==> src/plm_pkg.sv <==
// types and constants of the pinned lru frame manager
`default_nettype none
package plm_pkg;
    localparam int unsigned NUM_FRAMES_DEF = 16;
    localparam int unsigned IDX_W = 6;
    localparam logic [4:0] FIU_RESET = 5'd16;

    typedef enum logic [1:0] {
        MODE_PIN   = 2'd0,
        MODE_TEMP  = 2'd1,
        MODE_UNPIN = 2'd2,
        MODE_DIRTY = 2'd3
    } t_mode;

    typedef enum logic [2:0] {
        OP_NONE,
        OP_HIT,
        OP_LOAD,
        OP_UNPIN,
        OP_DIRTY
    } t_op;

    typedef enum logic [1:0] {
        ST_IDLE,
        ST_SCAN,
        ST_RESP
    } t_state;

    typedef struct packed {
        t_mode       mode;
        logic [7:0]  table_id;
        logic [23:0] page;
        logic [6:0]  lim;
    } t_req;

    typedef struct packed {
        logic             hit_f;
        logic [IDX_W-1:0] hit_idx;
        logic [IDX_W-1:0] hit_rank;
        logic             emp_f;
        logic [IDX_W-1:0] emp_idx;
        logic             vic_f;
        logic [IDX_W-1:0] vic_idx;
        logic [IDX_W-1:0] vic_rank;
        logic             vic_dirty;
        logic             vic_temp;
        logic [7:0]       vic_table;
        logic [23:0]      vic_page;
    } t_cand;

    typedef struct packed {
        t_op              op;
        logic [IDX_W-1:0] idx;
        logic [IDX_W-1:0] ref_rank;
        logic [IDX_W-1:0] new_rank;
        logic             shift;
        logic             temp;
        logic [7:0]       table_id;
        logic [23:0]      page;
    } t_upd;
endpackage
`default_nettype wire

==> src/pinned_lru_frame_manager_unit.sv <==
// top level of the pinned lru frame manager
//
// command channel: an item is taken when start is high and busy is low.
// mode 0 pins a table page, 1 pins a new temp page, 2 unpins a frame,
// 3 marks a frame dirty. each item gives one result, shown for exactly one
// cycle with o_valid high; the receiver cannot stall it.
// pin requests run a search through a row of NUM_FRAMES cells, one cell per
// cycle; busy stays high until the result, so a new item waits for it.
// unpin and mark-dirty skip the search and go straight to the result state.
// frames_in_use is written over the apb port at addresses 0 to 3; the user
// must write it only while idle, which the block itself does not enforce.
// reset empties every frame, clears the recency order and temp slot counter
// and sets frames_in_use to 16; no clearing pass is needed.
`default_nettype none
module pinned_lru_frame_manager_unit #(
    parameter int unsigned NUM_FRAMES = plm_pkg::NUM_FRAMES_DEF
) (
    input  wire logic        i_clk,
    input  wire logic        i_rst_n,
    input  wire logic        start,
    output logic             busy,
    input  wire logic [1:0]  i_mode,
    input  wire logic [7:0]  i_table_id,
    input  wire logic [23:0] i_page_number,
    input  wire logic [3:0]  i_frame_index,
    output logic             o_valid,
    output logic [3:0]       o_frame,
    output logic             o_hit,
    output logic             o_evicted,
    output logic             o_write_back,
    output logic             o_victim_is_temp,
    output logic [7:0]       o_victim_table,
    output logic [23:0]      o_victim_location,
    output logic             o_all_pinned,
    input  wire logic        psel,
    input  wire logic        penable,
    input  wire logic        pwrite,
    input  wire logic [2:0]  paddr,
    input  wire logic [31:0] pwdata,
    output logic [31:0]      prdata,
    output logic             pready
);
    localparam int unsigned CW = $clog2(NUM_FRAMES);
    localparam int unsigned LW = $clog2(NUM_FRAMES + 1);
    localparam int unsigned IW = plm_pkg::IDX_W;

    plm_pkg::t_state r_state, n_state;
    logic [CW-1:0] r_cnt, n_cnt;
    logic [LW-1:0] r_len, n_len;
    logic [23:0] r_tcnt, n_tcnt;
    logic [4:0] r_cfg;
    plm_pkg::t_mode r_mode;
    logic [7:0] r_tab;
    logic [23:0] r_pg;
    logic [3:0] r_fi;
    plm_pkg::t_req req;
    plm_pkg::t_upd upd;
    plm_pkg::t_cand w_cand [NUM_FRAMES+1];
    plm_pkg::t_cand fin;
    logic [6:0] lim;
    logic accept;

    logic r_valid, n_valid;
    logic [3:0] r_frame, n_frame;
    logic r_hit, n_hit, r_ev, n_ev, r_wb, n_wb, r_vt, n_vt, r_ap, n_ap;
    logic [7:0] r_vtab, n_vtab;
    logic [23:0] r_vloc, n_vloc;

    assign accept = start && !busy;
    assign busy = r_state != plm_pkg::ST_IDLE;
    assign pready = 1'b1;
    assign prdata = {27'b0, r_cfg};

    always_ff @(posedge i_clk) begin
        if (!i_rst_n) r_cfg <= plm_pkg::FIU_RESET;
        else if (psel && penable && pwrite && !paddr[2]) r_cfg <= pwdata[4:0];
    end

    always_comb begin
        if (r_cfg == 5'd0) lim = 7'd1;
        else if ({2'b0, r_cfg} > 7'(NUM_FRAMES)) lim = 7'(NUM_FRAMES);
        else lim = {2'b0, r_cfg};
        req.mode = r_mode;
        req.table_id = r_tab;
        req.page = r_pg;
        req.lim = lim;
    end

    assign w_cand[0] = '0;
    for (genvar k = 0; k < NUM_FRAMES; k++) begin : g_cell
        plm_cell #(.CELL_ID(k)) u_cell (
            .i_clk  (i_clk),
            .i_rst_n(i_rst_n),
            .i_req  (req),
            .i_cand (w_cand[k]),
            .i_upd  (upd),
            .o_cand (w_cand[k+1])
        );
    end
    assign fin = w_cand[NUM_FRAMES];

    always_comb begin
        n_state = r_state;
        n_cnt = r_cnt;
        n_len = r_len;
        n_tcnt = r_tcnt;
        upd = '0;
        upd.op = plm_pkg::OP_NONE;
        n_valid = 1'b0;
        n_frame = '0;
        n_hit = 1'b0;
        n_ev = 1'b0;
        n_wb = 1'b0;
        n_vt = 1'b0;
        n_ap = 1'b0;
        n_vtab = '0;
        n_vloc = '0;
        case (r_state)
            plm_pkg::ST_IDLE: begin
                if (accept) begin
                    n_cnt = '0;
                    if (i_mode == plm_pkg::MODE_UNPIN || i_mode == plm_pkg::MODE_DIRTY)
                        n_state = plm_pkg::ST_RESP;
                    else
                        n_state = plm_pkg::ST_SCAN;
                end
            end
            plm_pkg::ST_SCAN: begin
                n_cnt = r_cnt + 1'b1;
                // candidate leaves the last cell after one pass down the row
                if (r_cnt == CW'(NUM_FRAMES - 1)) n_state = plm_pkg::ST_RESP;
            end
            plm_pkg::ST_RESP: begin
                n_state = plm_pkg::ST_IDLE;
                n_valid = 1'b1;
                upd.temp = r_mode == plm_pkg::MODE_TEMP;
                upd.table_id = upd.temp ? 8'd0 : r_tab;
                upd.page = upd.temp ? 24'd0 : r_pg;
                if (r_mode == plm_pkg::MODE_UNPIN || r_mode == plm_pkg::MODE_DIRTY) begin
                    upd.op = (r_mode == plm_pkg::MODE_UNPIN) ? plm_pkg::OP_UNPIN
                                                             : plm_pkg::OP_DIRTY;
                    upd.idx = IW'(r_fi);
                    n_frame = r_fi;
                end else if (r_mode == plm_pkg::MODE_PIN && fin.hit_f) begin
                    upd.op = plm_pkg::OP_HIT;
                    upd.idx = fin.hit_idx;
                    upd.shift = 1'b1;
                    upd.ref_rank = fin.hit_rank;
                    upd.new_rank = IW'(r_len - 1'b1);
                    n_frame = fin.hit_idx[3:0];
                    n_hit = 1'b1;
                end else if (fin.emp_f) begin
                    upd.op = plm_pkg::OP_LOAD;
                    upd.idx = fin.emp_idx;
                    upd.new_rank = IW'(r_len);
                    n_len = r_len + 1'b1;
                    n_frame = fin.emp_idx[3:0];
                end else if (fin.vic_f) begin
                    upd.op = plm_pkg::OP_LOAD;
                    upd.idx = fin.vic_idx;
                    upd.shift = 1'b1;
                    upd.ref_rank = fin.vic_rank;
                    upd.new_rank = IW'(r_len - 1'b1);
                    n_frame = fin.vic_idx[3:0];
                    n_ev = 1'b1;
                    if (fin.vic_temp) begin
                        n_wb = 1'b1;
                        n_vt = 1'b1;
                        n_vloc = r_tcnt;
                        n_tcnt = r_tcnt + 1'b1;
                    end else begin
                        n_wb = fin.vic_dirty;
                        n_vtab = fin.vic_table;
                        n_vloc = fin.vic_page;
                    end
                end else begin
                    n_ap = 1'b1;
                end
            end
            default: n_state = plm_pkg::ST_IDLE;
        endcase
    end

    always_ff @(posedge i_clk) begin
        if (!i_rst_n) begin
            r_state <= plm_pkg::ST_IDLE;
            r_cnt <= '0;
            r_len <= '0;
            r_tcnt <= '0;
            r_valid <= 1'b0;
        end else begin
            r_state <= n_state;
            r_cnt <= n_cnt;
            r_len <= n_len;
            r_tcnt <= n_tcnt;
            r_valid <= n_valid;
        end
    end

    always_ff @(posedge i_clk) begin
        if (accept) begin
            r_mode <= plm_pkg::t_mode'(i_mode);
            r_tab <= i_table_id;
            r_pg <= i_page_number;
            r_fi <= i_frame_index;
        end
        r_frame <= n_frame;
        r_hit <= n_hit;
        r_ev <= n_ev;
        r_wb <= n_wb;
        r_vt <= n_vt;
        r_ap <= n_ap;
        r_vtab <= n_vtab;
        r_vloc <= n_vloc;
    end

    assign o_valid = r_valid;
    assign o_frame = r_frame;
    assign o_hit = r_hit;
    assign o_evicted = r_ev;
    assign o_write_back = r_wb;
    assign o_victim_is_temp = r_vt;
    assign o_victim_table = r_vtab;
    assign o_victim_location = r_vloc;
    assign o_all_pinned = r_ap;
endmodule
`default_nettype wire

==> src/plm_cell.sv <==
// one frame cell: holds a frame's state and passes the search candidate on
`default_nettype none
module plm_cell #(
    parameter int unsigned CELL_ID = 0
) (
    input  wire logic          i_clk,
    input  wire logic          i_rst_n,
    input  wire plm_pkg::t_req  i_req,
    input  wire plm_pkg::t_cand i_cand,
    input  wire plm_pkg::t_upd  i_upd,
    output plm_pkg::t_cand      o_cand
);
    localparam logic [plm_pkg::IDX_W-1:0] MY_IDX = plm_pkg::IDX_W'(CELL_ID);

    logic r_valid, r_pinned, r_dirty, r_temp;
    logic n_valid, n_pinned, n_dirty, n_temp;
    logic [7:0] r_table, n_table;
    logic [23:0] r_page, n_page;
    logic [plm_pkg::IDX_W-1:0] r_rank, n_rank;
    plm_pkg::t_cand r_cand, n_cand;
    logic in_pool, sel, dec;

    always_comb begin
        in_pool = 7'(CELL_ID) < i_req.lim;
        n_cand = i_cand;
        if (r_valid && !r_temp && i_req.mode == plm_pkg::MODE_PIN && !i_cand.hit_f
            && r_table == i_req.table_id && r_page == i_req.page) begin
            n_cand.hit_f = 1'b1;
            n_cand.hit_idx = MY_IDX;
            n_cand.hit_rank = r_rank;
        end
        if (!r_valid && in_pool && !i_cand.emp_f) begin
            n_cand.emp_f = 1'b1;
            n_cand.emp_idx = MY_IDX;
        end
        if (r_valid && !r_pinned && in_pool && (!i_cand.vic_f || r_rank < i_cand.vic_rank)) begin
            n_cand.vic_f = 1'b1;
            n_cand.vic_idx = MY_IDX;
            n_cand.vic_rank = r_rank;
            n_cand.vic_dirty = r_dirty;
            n_cand.vic_temp = r_temp;
            n_cand.vic_table = r_table;
            n_cand.vic_page = r_page;
        end
    end

    always_comb begin
        sel = i_upd.idx == MY_IDX;
        // frames behind the moved one step forward in the order
        dec = r_valid && i_upd.shift && r_rank > i_upd.ref_rank;
        n_valid = r_valid;
        n_pinned = r_pinned;
        n_dirty = r_dirty;
        n_temp = r_temp;
        n_table = r_table;
        n_page = r_page;
        n_rank = r_rank;
        case (i_upd.op)
            plm_pkg::OP_HIT: begin
                if (sel) begin
                    n_pinned = 1'b1;
                    n_rank = i_upd.new_rank;
                end else if (dec) begin
                    n_rank = r_rank - 1'b1;
                end
            end
            plm_pkg::OP_LOAD: begin
                if (sel) begin
                    n_valid = 1'b1;
                    n_pinned = 1'b1;
                    n_dirty = 1'b0;
                    n_temp = i_upd.temp;
                    n_table = i_upd.table_id;
                    n_page = i_upd.page;
                    n_rank = i_upd.new_rank;
                end else if (dec) begin
                    n_rank = r_rank - 1'b1;
                end
            end
            plm_pkg::OP_UNPIN: if (sel && r_valid) n_pinned = 1'b0;
            plm_pkg::OP_DIRTY: if (sel && r_valid) n_dirty = 1'b1;
            default: ;
        endcase
    end

    always_ff @(posedge i_clk) begin
        if (!i_rst_n) begin
            r_valid <= 1'b0;
            r_pinned <= 1'b0;
            r_dirty <= 1'b0;
            r_temp <= 1'b0;
            r_rank <= '0;
            r_cand <= '0;
        end else begin
            r_valid <= n_valid;
            r_pinned <= n_pinned;
            r_dirty <= n_dirty;
            r_temp <= n_temp;
            r_rank <= n_rank;
            r_cand <= n_cand;
        end
    end

    always_ff @(posedge i_clk) begin
        r_table <= n_table;
        r_page <= n_page;
    end

    assign o_cand = r_cand;
endmodule
`default_nettype wire

==> config.mk <==
export PLATFORM = sky130hd
export DESIGN_NAME = pinned_lru_frame_manager_unit
export DESIGN_NICKNAME = d
export VERILOG_FILES = /design/src/plm_pkg.sv /design/src/pinned_lru_frame_manager_unit.sv /design/src/plm_cell.sv
export SDC_FILE = /design/constraint.sdc
export NUM_CORES = 2
export LEC_CHECK = 0
export ABC_AREA = 1
export BUFFER_PORTS_ARGS = -buffer_cell sky130_fd_sc_hd__buf_2
export CAP_MARGIN = 20
export CELL_PAD_IN_SITES_DETAIL_PLACEMENT = 0
export CELL_PAD_IN_SITES_GLOBAL_PLACEMENT = 1
export CORE_UTILIZATION = 51
export DETAILED_ROUTE_END_ITERATION = 8
export HOLD_SLACK_MARGIN = 0.03
export PLACE_DENSITY = 0.86
export RECOVER_POWER = 25
export SLEW_MARGIN = 25
export SYNTH_ARGS = -nofsm -noshare
export SYNTH_HDL_FRONTEND = slang
export SYNTH_SLANG_ARGS = --single-unit
==> constraint.sdc <==
create_clock -name i_clk -period 4.9 [get_ports i_clk]
set_input_delay 0.49 -clock i_clk [delete_from_list [all_inputs] [get_ports i_clk]]
set_output_delay 0.49 -clock i_clk [all_outputs]
set_load 0.005 [all_outputs]
==> flow_summary.toml <==
[place]
dp_worst_setup_slack_ps = 1090
routabilityCongestion = 1.02
hpwl_um = 227000
io_buffers = 97
place_area_sq_um = 80800

[setup_path]
worstPathRequired_ps = 5540
ff2ff_path_depth = 6
worstReg2RegStart = "r_state[0]"
crit_fanout = 26
cp-end-kind = "flip-flop"
startpoint_type = "flip-flop"
path_class = "flip-flop to flip-flop"
crit_arrival_ps = 5290
r2r_setup_slack_ps = 250
timing.rr.end = "g_cell[5].u_cell.r_page[15]"

[run]
timing.max_cap.violations = 21

[timing]
rsz0062_at_grt = "false"
worst_slew_pin_slew_ps = 3600
max_freq_mhz = 215
min_period_ps = 4650
slew_headroom_pct = -140
slew_violations = 674
setup_violations = 0
fin_worst_skew_ps = 38.0
finalHoldViolCount = 0
final.setup.tns_ps = 0
setup_ws_ps = 249
fin_hold_ws_ps = 96.2
fin_crit_sh_pct = 94.9

[global_routing]
antenna_found_initial = 29
grt.overflow.total = 0
grt_max_degree = 140
gr-usage-all-layers_pct = 42.1
grt_first_pass_wirelength_um = 458000
grt_pass1_vias = 64300

[layout]
nets = 10200
stdcell_area_sq_um = 87100
drive_gt1_share_pct = 7.67
area_growth_pct = 12.4

[routing]
vias_per_cell = 5.78
drc = 0
drtIter0Drc = 9502
drt.antenna.violating_nets = 0
first_pass_iters = 8
vias = 70300
finalWirelength_um = 329000
avgRoutedWirePerCell_um = 27.0

[worst_hold_path]
hold_start = "i_rst_n"
hold_depth = 3
holdPathEnd = "g_cell[5].u_cell.o_cand[48]"
worstHoldPathType = "input pin to flip-flop"

[status]
status = "finished, violations left"
violations = "max-capacitance violations, max-slew violations"

[yosys]
ys.flop_type = "dfxtp_1"
synth.area.mux_share_pct = 0
synth_xor_area_share_pct = 2.24
synth-seq-cells = 1723
ys_top_cells_by_area = "dfxtp_1, edfxtp_1, nand2_1, nor2_1, nand3_1"
syn_inst = 9835
synth-edff-count = 550
synthAdderAreaFrac_pct = 3.08
synth_area_leader_cell = "dfxtp_1"
synth_compound_area_share_pct = 6.03
async_flop_share_pct = 0
yosysUniqueCellTypes = 58
syn_area_per_cell_sq_um = 7.88
synth_top_family_by_area = "simple AND/OR/NAND/NOR gates"
synth_area_sq_um = 77500
ys_seq_area_share_pct = 51.6
yosysWarnings = 0
synthSimpleGateAreaFrac_pct = 30.3
synth_top_area_share_pct = 30.3

[power_and_ir_drop]
power_leakage_nw = 37.1
p_sw_share_pct = 26.5
vdd_drop_max_mv = 0.377
p_sw_w = 0.00850
clockPowerShare_pct = 44.4
combPwrFrac_pct = 9.0
internal-power_w = 0.0236
powerDensity_nw_per_um2 = 369
p_seq_share_pct = 46.6

[floorplanning]
die_h_um = 392
die_width_um = 392
start_util_pct = 51.6
die-area_sq_um = 153000
pin_count = 155
rows = 142
core_sq_um = 150000

[clock_network]
clock_sinks = 1723
clock-root-buffer = "clkbuf_16"
post_cts_resized = 0
cts_tree = "done"
clk_latency_ps = 840
post_cts_buffers = 0
cts_buffer_depth = 3
clk_pin_slew_ps = 60
h-tree-depth = 4
numCtsBuffers = 181
==> cell usage in the layout (no fill, tap or decap), drive strengths merged, types with 9 or more instances in the layout <==
| cell type | n |
|---|---|
| ha | 191 |
| clkbuf | 324 |
| o22ai | 33 |
| xnor2 | 74 |
| dlygate4sd3 | 47 |
| a21boi | 11 |
| edfxtp | 550 |
| nand3b | 40 |
| o21bai | 16 |
| o211ai | 20 |
| or2 | 41 |
| a21oi | 376 |
| nor3 | 163 |
| clkinv | 64 |
| diode | 16 |
| o21ai | 400 |
| nand3 | 732 |
| nor2 | 1795 |
| clkinvlp | 14 |
| dfxtp | 1173 |
| nand4 | 144 |
| bufinv | 13 |
| conb | 28 |
| nand2 | 2610 |
| buf | 262 |
| xor2 | 124 |
| inv | 837 |
| o21a | 9 |
| and3 | 11 |
==> metrics by stage <==
stage          util [%]  power [W]  cells
3_5_place_dp       53.7     0.0180  11800
5_1_grt            57.9     0.0327  12100
2_1_floorplan         -     0.0166   9861
4_1_cts            58.1     0.0320  12100
3_3_place_gp       53.7     0.0180  11800
6_report           57.9     0.0321  12200
==> flip-flops by register name (all words and copies together) (netlist names), 24 cells and up <==
register	count
g_cell.u_cell.r_page	384
o_victim_location	24
g_cell.u_cell.o_cand	931
g_cell.u_cell.r_rank	96
r_pg	24
g_cell.u_cell.r_table	128
r_tcnt	24
==> synth_stat cells, types with 6 or more instances <==
cell type,number
nand4_1,144
o21ai_0,391
buf_1,40
nand3b_1,39
nand3_1,724
nand2_4,14
nand2_2,28
ha_1,191
clkbuf_1,266
xnor2_1,74
buf_4,47
o22ai_1,30
o211ai_1,20
o21bai_1,16
inv_2,31
o21a_1,9
buf_2,99
nand2_1,2561
a21oi_2,8
nand2_8,7
nor2_8,26
o21ai_1,6
a21boi_0,11
nor2_2,14
nor2_1,1751
xor2_1,124
dfxtp_1,1173
nor3_1,160
nor3b_1,6
a21oi_1,367
clkinv_1,10
and3_1,11
inv_1,797
or2_2,41
edfxtp_1,550
==> metal layers <==
layer	wire length, um	up-vias	share of wire [%]	track usage, %
met1	130000	33100	39	57.0
met3	41500	905	13	11.2
met5	68	-	0.021	0
met4	20500	8	6.2	23.0
li1	-	31800	-	-
met2	137000	4422	42	61.0
==> worst max-delay path, stage by stage (launching register included) <==
cell	delay (ps)
dfxtp_1	310
inv_1	80
nand2_1	120
buf_4	280
clkbuf_1	790
nor3_1	2300
buf_4	500
==> how the worst max path moves through the flow <==
stage / start / endpoint / slack, ps
after floorplan: r_mode[1] / g_cell[15].u_cell.r_rank[1] / 1610
after global placement: r_mode[1] / g_cell[0].u_cell.r_rank[1] / 1120
after detailed placement: r_mode[1] / g_cell[7].u_cell.r_rank[5] / 1090
after CTS: r_mode[1] / g_cell[7].u_cell.r_rank[4] / 1040
after global routing: r_mode[1] / g_cell[3].u_cell.r_rank[0] / 430
final: r_state[0] / g_cell[5].u_cell.r_page[15] / 250
==> cells by family (layout without fill, tap and decap cells) <==
group,after synthesis,after routing
simple gates,5548,5548
other cells,2,44
xor+xnor,198,198
fa+ha+maj,191,191
flops,1723,1723
buf+inv,1296,1561
compound gates,877,877
==> power by group through the flow <==
stage	Clock (W)	Combinational (W)	Sequential, W
3_5_place_dp	0	0.00273	0.0152
5_1_grt	0.0148	0.00294	0.0149
2_1_floorplan	0	0.00142	0.0152
3_3_place_gp	0	0.00272	0.0152
4_1_cts	0.0143	0.00277	0.0149
6_report	0.0142	0.00290	0.0149
==> layout make-up <==
class	instances	area, sq um
Fill cell	14100	63200
Sequential cell	1723	40000
Multi-Input combinational cell	6842	32500
Clock buffer	254	5150
Inverter	840	3160
Timing Repair Buffer	379	2670
Tap cell	2016	2520
Clock inverter	88	997
Antenna cell	16	40.0
==> what timing repair did <==
action                                  4_1_cts  5_1_grt
endpoints found under the hold margin        45        0
endpoints found under the setup margin        0        0
hold buffers                                 47        0
(Power assumes the default switching activity.)
